**config.mk**
```make
export PLATFORM = sky130hd
export DESIGN_NAME = scheduled_display_dimming_controller
export DESIGN_NICKNAME = d
export VERILOG_FILES = /design/src/hdl/sddc_pkg.sv /design/src/hdl/scheduled_display_dimming_controller.sv
export SDC_FILE = /design/constraint.sdc
export NUM_CORES = 1
export LEC_CHECK = 0
export ABC_AREA = 1
export BUFFER_PORTS_ARGS = -buffer_cell sky130_fd_sc_hd__buf_2
export CORE_AREA = 2 2 177 179
export DETAILED_ROUTE_END_ITERATION = 7
export DIE_AREA = 0 0 179 181
export PLACE_DENSITY = 0.6
export SYNTH_ARGS = -nofsm -noshare
export SYNTH_HDL_FRONTEND = slang
export SYNTH_SLANG_ARGS = --single-unit
export TNS_END_PERCENT = 1
```
**constraint.sdc**
```tcl
create_clock -name clk -period 4.3 [get_ports clk]
set_clock_uncertainty 0.1 [all_clocks]
set_input_delay 0.43 -clock clk [delete_from_list [all_inputs] [get_ports clk]]
set_output_delay 0.43 -clock clk [all_outputs]
set_load 0.005 [all_outputs]
```
**src/hdl/sddc_pkg.sv**
```systemverilog
`timescale 1ns / 1ps
// ----------------------------------------------------------------------------
// sddc_pkg
// Shared types and constants for the scheduled display dimming controller.
// ----------------------------------------------------------------------------
package sddc_pkg;

  localparam int TIME_BITS_DEF = 32;

  localparam int CHECK_MS = 10000;
  localparam int RETRY_MS = 2000;
  localparam int HOLD_MS  = 120000;
  localparam int WAKE_MS  = 10000;

  localparam logic [7:0] PROV_FLOOR = 8'd64;
  localparam logic [7:0] WAKE_FLOOR = 8'd20;

  localparam int CFG_IDX_W = 3;
  localparam int CFG_DATA_W = 8;

  typedef enum logic [2:0] {
    OP_CHECK   = 3'd0,
    OP_BOOT    = 3'd1,
    OP_REFRESH = 3'd2,
    OP_FORCE   = 3'd3,
    OP_RELEASE = 3'd4,
    OP_PROV    = 3'd5,
    OP_TOUCH   = 3'd6
  } op_t;

  typedef enum logic [CFG_IDX_W-1:0] {
    CFG_SCHED_EN   = 3'd0,
    CFG_DIM_START  = 3'd1,
    CFG_DIM_END    = 3'd2,
    CFG_NORMAL_LVL = 3'd3,
    CFG_DIM_LVL    = 3'd4,
    CFG_PANEL      = 3'd5
  } cfg_idx_t;

  typedef struct packed {
    logic        apply_valid;
    logic        panel_on;
    logic [7:0]  level;
    logic        schedule_says_off;
    logic [15:0] refused_wakes;
    logic        forced_off_flag;
    logic        op_ok;
  } res_t;

endpackage

```
**src/hdl/scheduled_display_dimming_controller.sv**
```systemverilog
`timescale 1ns / 1ps
// ----------------------------------------------------------------------------
// scheduled_display_dimming_controller
// Event-driven panel brightness control with a dim window, confirmed
// brightening, boot hold, forced off, provisioning floor and touch wake.
// ----------------------------------------------------------------------------
// Each accepted transaction's result is registered in the output register or skid entry.
// Throughput: one transaction per cycle while in_stall is low; all state updates are
//   combinational compares and muxes on the state registers.
// A two-entry result buffer lets input continue while one result is stalled.
// Reset (rst_n low, synchronous) restores config defaults and all state.
module scheduled_display_dimming_controller #(
  parameter int TIME_BITS = sddc_pkg::TIME_BITS_DEF
) (
  input  logic                            clk,
  input  logic                            rst_n,
  input  logic                            cfg_we,
  input  logic [sddc_pkg::CFG_IDX_W-1:0]  cfg_index,
  input  logic [sddc_pkg::CFG_DATA_W-1:0] cfg_wdata,
  input  logic                            in_valid,
  output logic                            in_stall,
  input  logic [2:0]                      in_op,
  input  logic [31:0]                     in_now_ms,
  input  logic                            in_time_valid,
  input  logic [4:0]                      in_hour,
  output logic                            out_valid,
  input  logic                            out_stall,
  output logic                            out_apply_valid,
  output logic                            out_panel_on,
  output logic [7:0]                      out_level,
  output logic                            out_schedule_says_off,
  output logic [15:0]                     out_refused_wakes,
  output logic                            out_forced_off_flag,
  output logic                            out_op_ok
);
  import sddc_pkg::*;

  localparam int HW = (TIME_BITS > 17) ? TIME_BITS : 17;

  // configuration
  logic       sched_en_r;
  logic [4:0] dim_start_r, dim_end_r;
  logic [7:0] normal_lvl_r, dim_lvl_r;
  logic       panel_r;

  // controller state
  logic [7:0]           applied_r, applied_nxt;
  logic                 force_r, force_nxt;
  logic                 boot_r, boot_nxt;
  logic [7:0]           pend_lvl_r, pend_lvl_nxt;
  logic                 pend_v_r, pend_v_nxt;
  logic [15:0]          refuse_r, refuse_nxt;
  logic                 prov_r, prov_nxt;
  logic                 first_r, first_nxt;
  logic [TIME_BITS-1:0] next_chk_r, next_chk_nxt;
  logic                 wake_r, wake_nxt;
  logic [TIME_BITS-1:0] wake_exp_r, wake_exp_nxt;
  logic [7:0]           lbw_r, lbw_nxt;

  // result buffer
  logic out_valid_r, skid_valid_r;
  res_t out_data_r, skid_data_r, res_nxt;

  logic                 in_acc, out_pop;
  logic [TIME_BITS-1:0] now_t, d_chk, d_wake;
  logic                 chk_before, wake_before, hold_expired;
  logic                 in_win, res_ok;
  logic [7:0]           tgt, wake_lvl, prov_lvl;
  logic                 apply, ok;

  assign in_acc  = in_valid && !in_stall;
  assign out_pop = out_valid_r && !out_stall;
  assign in_stall  = skid_valid_r;
  assign out_valid = out_valid_r;

  assign now_t  = TIME_BITS'(in_now_ms);
  assign d_chk  = now_t - next_chk_r;
  assign d_wake = now_t - wake_exp_r;
  // wrap-safe "now is before deadline": sign of the modular difference
  assign chk_before   = d_chk[TIME_BITS-1];
  assign wake_before  = d_wake[TIME_BITS-1];
  assign hold_expired = HW'(now_t) > HW'(HOLD_MS);

  // dim window, possibly wrapping past midnight
  always_comb begin
    if (dim_start_r == dim_end_r) begin
      in_win = 1'b0;
    end else if (dim_start_r < dim_end_r) begin
      in_win = (in_hour >= dim_start_r) && (in_hour < dim_end_r);
    end else begin
      in_win = (in_hour >= dim_start_r) || (in_hour < dim_end_r);
    end
  end

  assign res_ok = !sched_en_r || in_time_valid;
  assign tgt    = (sched_en_r && in_time_valid && in_win) ? dim_lvl_r : normal_lvl_r;

  assign wake_lvl = (normal_lvl_r == 8'd0)
                  ? ((dim_lvl_r < WAKE_FLOOR) ? WAKE_FLOOR : dim_lvl_r)
                  : ((normal_lvl_r < WAKE_FLOOR) ? WAKE_FLOOR : normal_lvl_r);
  assign prov_lvl = (normal_lvl_r < PROV_FLOOR) ? PROV_FLOOR : normal_lvl_r;

  always_comb begin
    applied_nxt  = applied_r;
    force_nxt    = force_r;
    boot_nxt     = boot_r;
    pend_lvl_nxt = pend_lvl_r;
    pend_v_nxt   = pend_v_r;
    refuse_nxt   = refuse_r;
    prov_nxt     = prov_r;
    first_nxt    = first_r;
    next_chk_nxt = next_chk_r;
    wake_nxt     = wake_r;
    wake_exp_nxt = wake_exp_r;
    lbw_nxt      = lbw_r;
    apply        = 1'b0;
    ok           = 1'b0;

    // touch wake expiry comes before the op itself
    if (wake_r && !wake_before) begin
      wake_nxt = 1'b0;
      if (panel_r) begin
        applied_nxt = res_ok ? tgt : lbw_r;
        apply       = 1'b1;
      end
    end

    case (op_t'(in_op))
      OP_CHECK: begin
        if (!(wake_nxt || force_r || prov_r) && !(first_r && chk_before)) begin
          first_nxt = 1'b1;
          if (!res_ok) begin
            if (boot_r && hold_expired) begin
              boot_nxt = 1'b0;
              if (panel_r) begin
                applied_nxt = normal_lvl_r;
                apply       = 1'b1;
              end
            end
            next_chk_nxt = now_t + TIME_BITS'(RETRY_MS);
          end else begin
            boot_nxt     = 1'b0;
            next_chk_nxt = now_t + TIME_BITS'(CHECK_MS);
            if (tgt == applied_nxt) begin
              // proposal not confirmed
              if (pend_v_r) begin
                pend_v_nxt = 1'b0;
                refuse_nxt = refuse_r + 16'd1;
              end
            end else if (tgt < applied_nxt ||
                         (pend_v_r && pend_lvl_r == tgt)) begin
              pend_v_nxt = 1'b0;
              if (panel_r) begin
                applied_nxt = tgt;
                apply       = 1'b1;
              end
            end else begin
              pend_lvl_nxt = tgt;
              pend_v_nxt   = 1'b1;
            end
          end
        end
      end
      OP_BOOT: begin
        if (!wake_nxt && !force_r) begin
          boot_nxt = !res_ok;
          if (panel_r) begin
            applied_nxt = res_ok ? tgt : dim_lvl_r;
            apply       = 1'b1;
          end
        end
      end
      OP_REFRESH, OP_RELEASE: begin
        if (op_t'(in_op) == OP_RELEASE) begin
          force_nxt = 1'b0;
        end
        ok = 1'b1;
        if (!wake_nxt && !force_nxt && !prov_r) begin
          if (!res_ok) begin
            ok = 1'b0;
          end else begin
            boot_nxt   = 1'b0;
            pend_v_nxt = 1'b0;
            if (applied_nxt != tgt && panel_r) begin
              applied_nxt = tgt;
              apply       = 1'b1;
            end
          end
        end
      end
      OP_FORCE: begin
        force_nxt = 1'b1;
        if (panel_r) begin
          applied_nxt = 8'd0;
          apply       = 1'b1;
        end
      end
      OP_PROV: begin
        prov_nxt   = 1'b1;
        boot_nxt   = 1'b0;
        pend_v_nxt = 1'b0;
        if (panel_r) begin
          applied_nxt = prov_lvl;
          apply       = 1'b1;
        end
      end
      OP_TOUCH: begin
        if (panel_r && !force_r) begin
          if (wake_nxt) begin
            wake_exp_nxt = now_t + TIME_BITS'(WAKE_MS);
            ok           = 1'b1;
          end else if (applied_nxt == 8'd0) begin
            lbw_nxt      = applied_nxt;
            wake_nxt     = 1'b1;
            wake_exp_nxt = now_t + TIME_BITS'(WAKE_MS);
            applied_nxt  = wake_lvl;
            apply        = 1'b1;
            ok           = 1'b1;
          end
        end
      end
      default: begin
      end
    endcase

    res_nxt.apply_valid       = apply;
    res_nxt.panel_on          = (applied_nxt != 8'd0);
    res_nxt.level             = applied_nxt;
    res_nxt.schedule_says_off = res_ok ? (tgt == 8'd0) : (boot_nxt && dim_lvl_r == 8'd0);
    res_nxt.refused_wakes     = refuse_nxt;
    res_nxt.forced_off_flag   = force_nxt;
    res_nxt.op_ok             = ok;
  end

  // configuration registers
  always_ff @(posedge clk) begin
    if (!rst_n) begin
      sched_en_r   <= 1'b0;
      dim_start_r  <= 5'd22;
      dim_end_r    <= 5'd7;
      normal_lvl_r <= 8'd255;
      dim_lvl_r    <= 8'd0;
      panel_r      <= 1'b1;
    end else if (cfg_we) begin
      case (cfg_idx_t'(cfg_index))
        CFG_SCHED_EN:   sched_en_r   <= cfg_wdata[0];
        CFG_DIM_START:  dim_start_r  <= cfg_wdata[4:0];
        CFG_DIM_END:    dim_end_r    <= cfg_wdata[4:0];
        CFG_NORMAL_LVL: normal_lvl_r <= cfg_wdata;
        CFG_DIM_LVL:    dim_lvl_r    <= cfg_wdata;
        CFG_PANEL:      panel_r      <= cfg_wdata[0];
        default: begin
        end
      endcase
    end
  end

  // controller state, updated once per accepted transaction
  always_ff @(posedge clk) begin
    if (!rst_n) begin
      applied_r  <= 8'd255;
      force_r    <= 1'b0;
      boot_r     <= 1'b0;
      pend_lvl_r <= 8'd0;
      pend_v_r   <= 1'b0;
      refuse_r   <= 16'd0;
      prov_r     <= 1'b0;
      first_r    <= 1'b0;
      next_chk_r <= '0;
      wake_r     <= 1'b0;
      wake_exp_r <= '0;
      lbw_r      <= 8'd255;
    end else if (in_acc) begin
      applied_r  <= applied_nxt;
      force_r    <= force_nxt;
      boot_r     <= boot_nxt;
      pend_lvl_r <= pend_lvl_nxt;
      pend_v_r   <= pend_v_nxt;
      refuse_r   <= refuse_nxt;
      prov_r     <= prov_nxt;
      first_r    <= first_nxt;
      next_chk_r <= next_chk_nxt;
      wake_r     <= wake_nxt;
      wake_exp_r <= wake_exp_nxt;
      lbw_r      <= lbw_nxt;
    end
  end

  // two-entry result buffer: output register plus skid entry
  always_ff @(posedge clk) begin
    if (!rst_n) begin
      out_valid_r  <= 1'b0;
      skid_valid_r <= 1'b0;
    end else if (out_pop) begin
      out_valid_r  <= skid_valid_r || in_acc;
      skid_valid_r <= 1'b0;
    end else if (!out_valid_r) begin
      out_valid_r <= in_acc;
    end else if (in_acc) begin
      skid_valid_r <= 1'b1;
    end
  end

  always_ff @(posedge clk) begin
    if (out_pop) begin
      out_data_r <= skid_valid_r ? skid_data_r : res_nxt;
    end else if (!out_valid_r) begin
      out_data_r <= res_nxt;
    end else if (in_acc) begin
      skid_data_r <= res_nxt;
    end
  end

  assign out_apply_valid       = out_data_r.apply_valid;
  assign out_panel_on          = out_data_r.panel_on;
  assign out_level             = out_data_r.level;
  assign out_schedule_says_off = out_data_r.schedule_says_off;
  assign out_refused_wakes     = out_data_r.refused_wakes;
  assign out_forced_off_flag   = out_data_r.forced_off_flag;
  assign out_op_ok             = out_data_r.op_ok;

endmodule

```
==> Word-level counts from Yosys, hierarchy flattened <==
Cells that the tools add are included.
{ "word_totals": {"reg_bits": 198, "elab_cells": 216} }
{ "classes": {"bitwise": 5, "magnitude_cmp": 8, "n_mux": 85, "eq_ne": 20, "n_reduce_logical": 59, "n_addsub": 5} }
{ "ops": {"columns": ["cell", "count"], "rows": [
  ["2-to-1 mux 8 bit", 26],
  ["2-to-1 mux 32 bit", 3],
  ["2-to-1 mux 29 bit", 3],
  ["2-to-1 mux 16 bit", 5],
  ["subtractor 32 bit", 2],
  ["one-hot mux 8 bit (6 select lines)", 1],
  ["2-to-1 mux 1 bit", 42],
  ["adder 32 x 11 -> 32 bit (second input constant)", 1],
  ["adder 32 x 14 -> 32 bit (second input constant)", 1],
  ["greater-than comparator 32 x 17 -> 1 bit (second input constant)", 1],
  ["logical NOT 8 bit", 4],
  ["adder 16 x 1 -> 16 bit (second input constant)", 1],
  ["== test 8 bit", 2],
  ["logical AND 1 bit", 16],
  ["less-than comparator 8 x 5 -> 1 bit (second input constant)", 2],
  ["AND reduction 2 bit", 8],
  ["== test 3 bit (second input constant)", 5],
  ["== test 3 x 2 -> 1 bit (second input constant)", 4],
  ["AND reduction 6 bit", 2],
  ["logical NOT 1 bit", 11],
  ["less-than comparator 5 bit", 2],
  ["less-than comparator 8 x 7 -> 1 bit (second input constant)", 1],
  ["less-than comparator 8 bit", 1],
  ["inequality test 2 bit (second input constant)", 4],
  ["other kinds (19)", 34]
]} }

==> Longest topological paths before layout <==
{ "logic_depth": {"word_depth": 19, "depth_mapped": 37, "mapped_depth_nobuf": 36} }

==> Worst setup path after synthesis <==
No wires, ideal clock.
{ "synth_timing": {"path_type": "input -> register", "startpoint": "input port in_hour[4]", "endpoint": "register out_data_r (netlist bit out_refused_wakes[12]) (data pin)", "required_ns": 3.948, "n_path_buf": 1, "t_arrival_ns": 4.112, "setup_ns": 0.252, "path_stages": 25, "path_slack_ns": -0.164, "cell_sequence": "ha_1 nand2_1 inv_1 nand2_2 nand3_2 a21oi_4 nand2_4 buf_12 nand2_2 nand2_2 nand2_1 o21ai_1 nand2_1 nand2_2 ha_1 nand2_1 nor4_1 nand3_1 nor3_2 nand2_1 nor3_1 nand2_1 xor2_1 nand2_1 nand2_1"} }
{ "synth_between": {"elab_chain_len": 16, "word_cells_on_any_way": 19} }
{ "synth_rtl": {"columns": ["item", "line_no", "source"], "rows": [
  ["from (decl)", "scheduled_display_dimming_controller.sv:25", "input logic [4:0] in_hour,"],
  [">= comparator 5 bit / less-than comparator 5 bit (equally long branches)", "scheduled_display_dimming_controller.sv:89, scheduled_display_dimming_controller.sv:91", null],
  ["logical OR 1 bit / logical AND 1 bit (equally long branches)", "scheduled_display_dimming_controller.sv:91, scheduled_display_dimming_controller.sv:89", null],
  ["2-to-1 mux 1 bit *", "scheduled_display_dimming_controller.sv:88", "end else if (dim_start_r < dim_end_r) begin"],
  ["2-to-1 mux 1 bit *", "scheduled_display_dimming_controller.sv:86", "if (dim_start_r == dim_end_r) begin"],
  ["logical AND 1 bit *", "scheduled_display_dimming_controller.sv:96", "assign tgt = (sched_en_r && in_time_valid && in_win) ? dim_lvl_r : normal_lvl_r;"],
  ["2-to-1 mux 8 bit *", "scheduled_display_dimming_controller.sv:96", null],
  ["2-to-1 mux 8 bit", "scheduled_display_dimming_controller.sv:123", "applied_nxt = res_ok ? tgt : lbw_r;"],
  ["2-to-1 mux 8 bit", "scheduled_display_dimming_controller.sv:122", "if (panel_r) begin"],
  ["2-to-1 mux 8 bit", "scheduled_display_dimming_controller.sv:120", "if (wake_r && !wake_before) begin"],
  ["== test 8 bit *", "scheduled_display_dimming_controller.sv:144", "if (tgt == applied_nxt) begin"],
  ["2-to-1 mux 16 bit *", "scheduled_display_dimming_controller.sv:144", null],
  ["2-to-1 mux 16 bit *", "scheduled_display_dimming_controller.sv:132", "if (!res_ok) begin"],
  ["2-to-1 mux 16 bit *", "scheduled_display_dimming_controller.sv:130", "if (!(wake_nxt || force_r || prov_r) && !(first_r && chk_before)) begin"],
  ["2-to-1 mux 16 bit *", "scheduled_display_dimming_controller.sv:128", "case (op_t'(in_op))"],
  ["named net refuse_nxt[12]", "scheduled_display_dimming_controller.sv:52", "logic [15:0] refuse_r, refuse_nxt;"],
  ["2-to-1 mux 29 bit (on tied branches)", "scheduled_display_dimming_controller.sv:307, scheduled_display_dimming_controller.sv:306", null],
  ["2-to-1 mux 29 bit *", "scheduled_display_dimming_controller.sv:305", "if (out_pop) begin"],
  ["to (signal assigned)", "scheduled_display_dimming_controller.sv:306", "out_data_r <= skid_valid_r ? skid_data_r : res_nxt;"],
  ["to (signal assigned)", "scheduled_display_dimming_controller.sv:308", "out_data_r <= res_nxt;"],
  ["to (decl)", "scheduled_display_dimming_controller.sv:62", "res_t out_data_r, skid_data_r, res_nxt;"]
]} }
Mark *: on every way through the listed nets, which the timed path passes. The rest lies on a longest branch. The select of a mux whose other input is x is not followed.
A chain may end at the register's enable or synchronous reset.

==> Worst setup path in the final report <==
{ "layout_timing": {"startpoint": "register wake_exp_r[25]", "endpoint": "register out_data_r (netlist bit out_refused_wakes[12]) (data pin)"} }
{ "layout_between": {"elab_chain_len": 12, "word_cells_on_any_way": 17} }
{ "layout_rtl": {"columns": ["item", "line_no", "source"], "rows": [
  ["from (decl)", "scheduled_display_dimming_controller.sv:57", "logic [TIME_BITS-1:0] wake_exp_r, wake_exp_nxt;"],
  ["from (signal assigned)", "scheduled_display_dimming_controller.sv:284", "wake_exp_r <= wake_exp_nxt;"],
  ["subtractor 32 bit *", "scheduled_display_dimming_controller.sv:78", "assign d_wake = now_t - wake_exp_r;"],
  ["logical NOT 1 bit *", "scheduled_display_dimming_controller.sv:120", null],
  ["logical AND 1 bit *", "scheduled_display_dimming_controller.sv:120", null],
  ["branches (longest 5 deep; another with 2-to-1 mux 16 bit)", null, null],
  ["2-to-1 mux 16 bit *", "scheduled_display_dimming_controller.sv:130", null],
  ["2-to-1 mux 16 bit *", "scheduled_display_dimming_controller.sv:128", null],
  ["named net refuse_nxt[12]", "scheduled_display_dimming_controller.sv:52", null],
  ["2-to-1 mux 29 bit (on tied branches)", "scheduled_display_dimming_controller.sv:307, scheduled_display_dimming_controller.sv:306", null],
  ["2-to-1 mux 29 bit *", "scheduled_display_dimming_controller.sv:305", null]
]} }
Mark *: on every way through the listed nets, which the timed path passes. The select of a mux whose other input is x is not followed.

==> summary.md <==
| Metric | Value |
|---|---|
| Result of the run | `finished, violations left` |
| Violated checks | `negative setup slack` |
| Unrepaired setup endpoints after global routing | `yes` |
| Total number of H-tree levels | `4` |
| Total CTS buffers | `17` |
| Avg Synthesized Cell Area | `7.08 um^2` |
| Utilization after layout | `53.2%` |
| Required time of the worst setup path | `4.40 ns` |
| Post-Place Setup Slack | `-0.488 ns` |
| Post-synthesis cell type count | `51` |
| Post-layout worst setup margin | `-0.0583 ns` |
| Maximum net fanout on the critical path | `5` |
| Max-slew headroom at the worst pin | `32.1%` |
| Die outline height | `181 um` |
| Antenna violations before repair | `4` |
| Number of standard cells after synthesis | `1795` |
| Sum of net half-perimeters after detailed placement | `29.8 mm` |
| Final count of negative-setup-slack endpoints | `3` |
| Global-route total usage across every layer | `24.4%` |
| Worst setup path class | `reg2reg` |
| Maximum root-to-sink buffer count | `2` |
| Share of final-layout standard cells stronger than drive strength 1 | `23.4%` |
| Clock period minus final worst setup slack | `4.36 ns` |
| CTS tree | `yes` |
| Final hold slack | `0.124 ns` |
| TNS Setup | `-0.125 ns` |
| Number of max-cap violations | `0` |
| Power per standard cell area | `311 nW/um^2` |
| Critical Path Start Type | `register` |
| Post-detailed-route wirelength per cell | `16.6 um` |
| Peak VDD IR | `0.000240 V` |
| Maximum number of pins on one net before global-route repair | `95` |
| Die boundary width | `179 um` |
| Synthesis Warnings | `0` |
| Global-route wire length before repair | `62.8 mm` |
| Boundary Pins | `88` |
| Top area cells in the synthesized netlist | `sky130_fd_sc_hd__dfxtp_1 (22%), sky130_fd_sc_hd__edfxtp_1 (14%), sky130_fd_sc_hd__nand2_1 (11%)` |
| Synthesized Nets | `1937` |
| Clk Latency, worst-skew pair | `0.45 ns` |
| Flip-flop and latch count after synthesis | `198` |
| DRC violation count after routing | `0` |
| Worst Tran Pin Value | `1.02 ns` |
| Synth area leader | `sky130_fd_sc_hd__dfxtp_1` |
| Number of enable flip-flop cells after synthesis | `58` |
| Critical Path Sink Type | `register` |
| Core area | `30300 um^2` |
| Clock-pin slew on the worst setup and hold paths | `0.08 ns` |
| Root buf cell | `sky130_fd_sc_hd__clkbuf_16` |
| Overflow left after global routing | `0` |
| Sequential cell area fraction in the yosys report | `35.7%` |
| Clock sink count | `198` |
| Worst Hold Path Cells | `3` |
| Final slew viol count | `0` |
| Total routed wirelength | `40.2 mm` |
| Placement row count | `64` |
| Area share of the leading cell type in the synthesized netlist | `22.0%` |
| DR pass1 iterations | `5` |
| Predominant post-synthesis flop cell | `sky130_fd_sc_hd__dfxtp_1` |
| Count of routing violations after the opening detailed-route iteration | `807` |
| Synthesized area | `12700 um^2` |
| Via count of the first global-routing pass | `12000` |
| Final #Nets | `2155` |
| I/O Buffers | `87` |
| Logic depth of the worst register-to-register path | `26` |
| Synth async-reset ratio | `0%` |
| Maximum operating frequency | `229 MHz` |
| Die Footprint | `32400 um^2` |
| Final worst path period share | `101%` |
| P_leak | `7.01 nW` |
| Average via count per standard cell | `5.23` |
| CP Data Arrival Time | `4.46 ns` |
| Filler instances | `2982` |
| Count of nets left with antenna violations after detail routing | `0` |
| Starting utilization of the core area | `41.9%` |
| Hold Path Class | `in2reg` |
| Fin. Hold Viols | `0` |
| Synth-to-layout area growth | `26.9%` |
| Final weighted congestion of routability-driven global placement | `0.962` |
| Via total after detailed routing | `12700` |
area by class of cell:
class	instances	area, um^2	share of cell area, %
antenna	2	5.00	0.0310
clock buffer	18	429	2.66
clock inverter	14	191	1.19
inverter	248	933	5.78
multi-input combinational	1293	7780	48.2
sequential	198	4560	28.3
tap	396	495	3.07
timing repair buffer	255	1740	10.8
worst paths after layout:
check	from	end	slack [ns]
worst max-delay path	wake_exp_r[25]	out_refused_wakes[12]	-0.06
worst min-delay path	cfg_wdata[5]	normal_lvl_r[5]	0.12
worst max register to register	wake_exp_r[25]	out_refused_wakes[12]	-0.06
worst min register to register	wake_exp_r[2]	wake_exp_r[2]	0.36
cell usage in the layout, fill, tap and decap left out, types with 12 or more instances in the layout:
cell,netlist,routed
sky130_fd_sc_hd__nor2_4,2,13
sky130_fd_sc_hd__nand2_4,6,16
sky130_fd_sc_hd__nor2_2,8,20
sky130_fd_sc_hd__dfxtp_1,140,128
sky130_fd_sc_hd__xor2_1,50,43
sky130_fd_sc_hd__dfxtp_2,0,12
sky130_fd_sc_hd__nor3_1,32,26
sky130_fd_sc_hd__inv_1,242,227
sky130_fd_sc_hd__inv_2,4,18
sky130_fd_sc_hd__nand2_1,375,349
sky130_fd_sc_hd__ha_1,85,61
sky130_fd_sc_hd__a21oi_1,171,169
sky130_fd_sc_hd__edfxtp_1,58,58
sky130_fd_sc_hd__o21ai_1,10,16
sky130_fd_sc_hd__buf_4,4,160
sky130_fd_sc_hd__nor2_1,141,118
sky130_fd_sc_hd__o211ai_1,19,19
sky130_fd_sc_hd__nand3_1,110,99
sky130_fd_sc_hd__ha_4,0,24
sky130_fd_sc_hd__clkbuf_16,0,17
sky130_fd_sc_hd__o21ai_0,187,180
sky130_fd_sc_hd__nand2_2,21,40
sky130_fd_sc_hd__buf_2,6,88
metrics by stage:
step	cells	total power, mW	instance area, um^2
final	2424	5.01	16100
after global routing	2423	5.26	16100
after CTS	2402	4.88	15300
after detailed placement	2367	3.15	14500
after global placement	2367	3.14	14500
after floorplan	1795	2.70	12700
state kept, by name, indices dropped and copies added (netlist names), 16 cells and up:
signal / count
next_chk_r: 32
out_refused_wakes: 16
refuse_r: 16
skid_data_r: 29
wake_exp_r: 32
worst max-delay path: stages, from the launching register on:
cell and delay (ns):
sky130_fd_sc_hd__dfxtp_1 0.32, sky130_fd_sc_hd__inv_1 0.05, sky130_fd_sc_hd__ha_1 0.29, sky130_fd_sc_hd__nand2_2 0.08, sky130_fd_sc_hd__nor2_4 0.08, sky130_fd_sc_hd__nand2_2 0.08
sky130_fd_sc_hd__nor4_2 0.26, sky130_fd_sc_hd__buf_4 0.17, sky130_fd_sc_hd__nand2_4 0.05, sky130_fd_sc_hd__nand3b_1 0.12, sky130_fd_sc_hd__nand3b_1 0.18, sky130_fd_sc_hd__buf_6 0.19
sky130_fd_sc_hd__nand2_2 0.06, sky130_fd_sc_hd__nand2_2 0.07, sky130_fd_sc_hd__ha_4 0.28, sky130_fd_sc_hd__nand2_4 0.06, sky130_fd_sc_hd__buf_4 0.14, sky130_fd_sc_hd__nor4_4 0.30
sky130_fd_sc_hd__buf_4 0.18, sky130_fd_sc_hd__nand3_4 0.08, sky130_fd_sc_hd__nor3_4 0.23, sky130_fd_sc_hd__nand2_1 0.11, sky130_fd_sc_hd__nor3_2 0.20, sky130_fd_sc_hd__nand2_1 0.12
sky130_fd_sc_hd__xor2_2 0.17, sky130_fd_sc_hd__nand2_1 0.08, sky130_fd_sc_hd__nand2_1 0.05
logic make-up (layout without fill, tap and decap cells):
kind of cell             after synthesis  in the layout  synth area share [%]
XOR/XNOR                              51             51                  3.51
adder cells (fa/ha/maj)               85             85                  8.37
buffers and inverters                308            535                  9.46
AO/OA/AOI/OAI                        424            425                  17.9
flip-flops                           198            198                  35.7
other                                  0              2                     0
AND/OR/NAND/NOR                      728            731                  24.9
multiplexers                           1              1                0.0787
Yosys cell counts, types with 8 or more instances:
library cell	count
sky130_fd_sc_hd__xor2_1	50
sky130_fd_sc_hd__a21oi_1	171
sky130_fd_sc_hd__nor2_2	8
sky130_fd_sc_hd__nand3_1	110
sky130_fd_sc_hd__dfxtp_1	140
sky130_fd_sc_hd__nand2_2	21
sky130_fd_sc_hd__ha_1	85
sky130_fd_sc_hd__o21ai_1	10
sky130_fd_sc_hd__nor3_1	32
sky130_fd_sc_hd__nand4_1	11
sky130_fd_sc_hd__clkbuf_1	44
sky130_fd_sc_hd__a31oi_1	8
sky130_fd_sc_hd__edfxtp_1	58
sky130_fd_sc_hd__nor2_1	141
sky130_fd_sc_hd__nor4_1	13
sky130_fd_sc_hd__o211ai_1	19
sky130_fd_sc_hd__inv_1	242
sky130_fd_sc_hd__nand2_1	375
sky130_fd_sc_hd__o21ai_0	187
per-layer routing:
metal | vias to the layer above | global-route usage [%] | part of all wire, %
met1 | 5868 | 34.0 | 47
li1 | 6397 | - | -
met3 | 76 | 3.28 | 4.4
met4 | 2 | 8.23 | 2.6
met5 | - | 0 | 0.017
met2 | 329 | 38.7 | 46
power by group:
group / total [mW] / internal [mW] / switching (mW)
clock: 1.72 / 0.889 / 0.828
combinational: 1.22 / 0.497 / 0.727
sequential: 2.07 / 2.03 / 0.0474
repair_timing:
action | 4_1_cts | 5_1_grt
setup buffers | 1 | 15
gates resized for setup | 16 | 159
hold buffers | 0 | 0
gates cloned | 2 | 5
setup endpoints to repair | 45 | 84
pin swaps | 7 | 64
No activity file was read; power rests on OpenSTA's default activity.
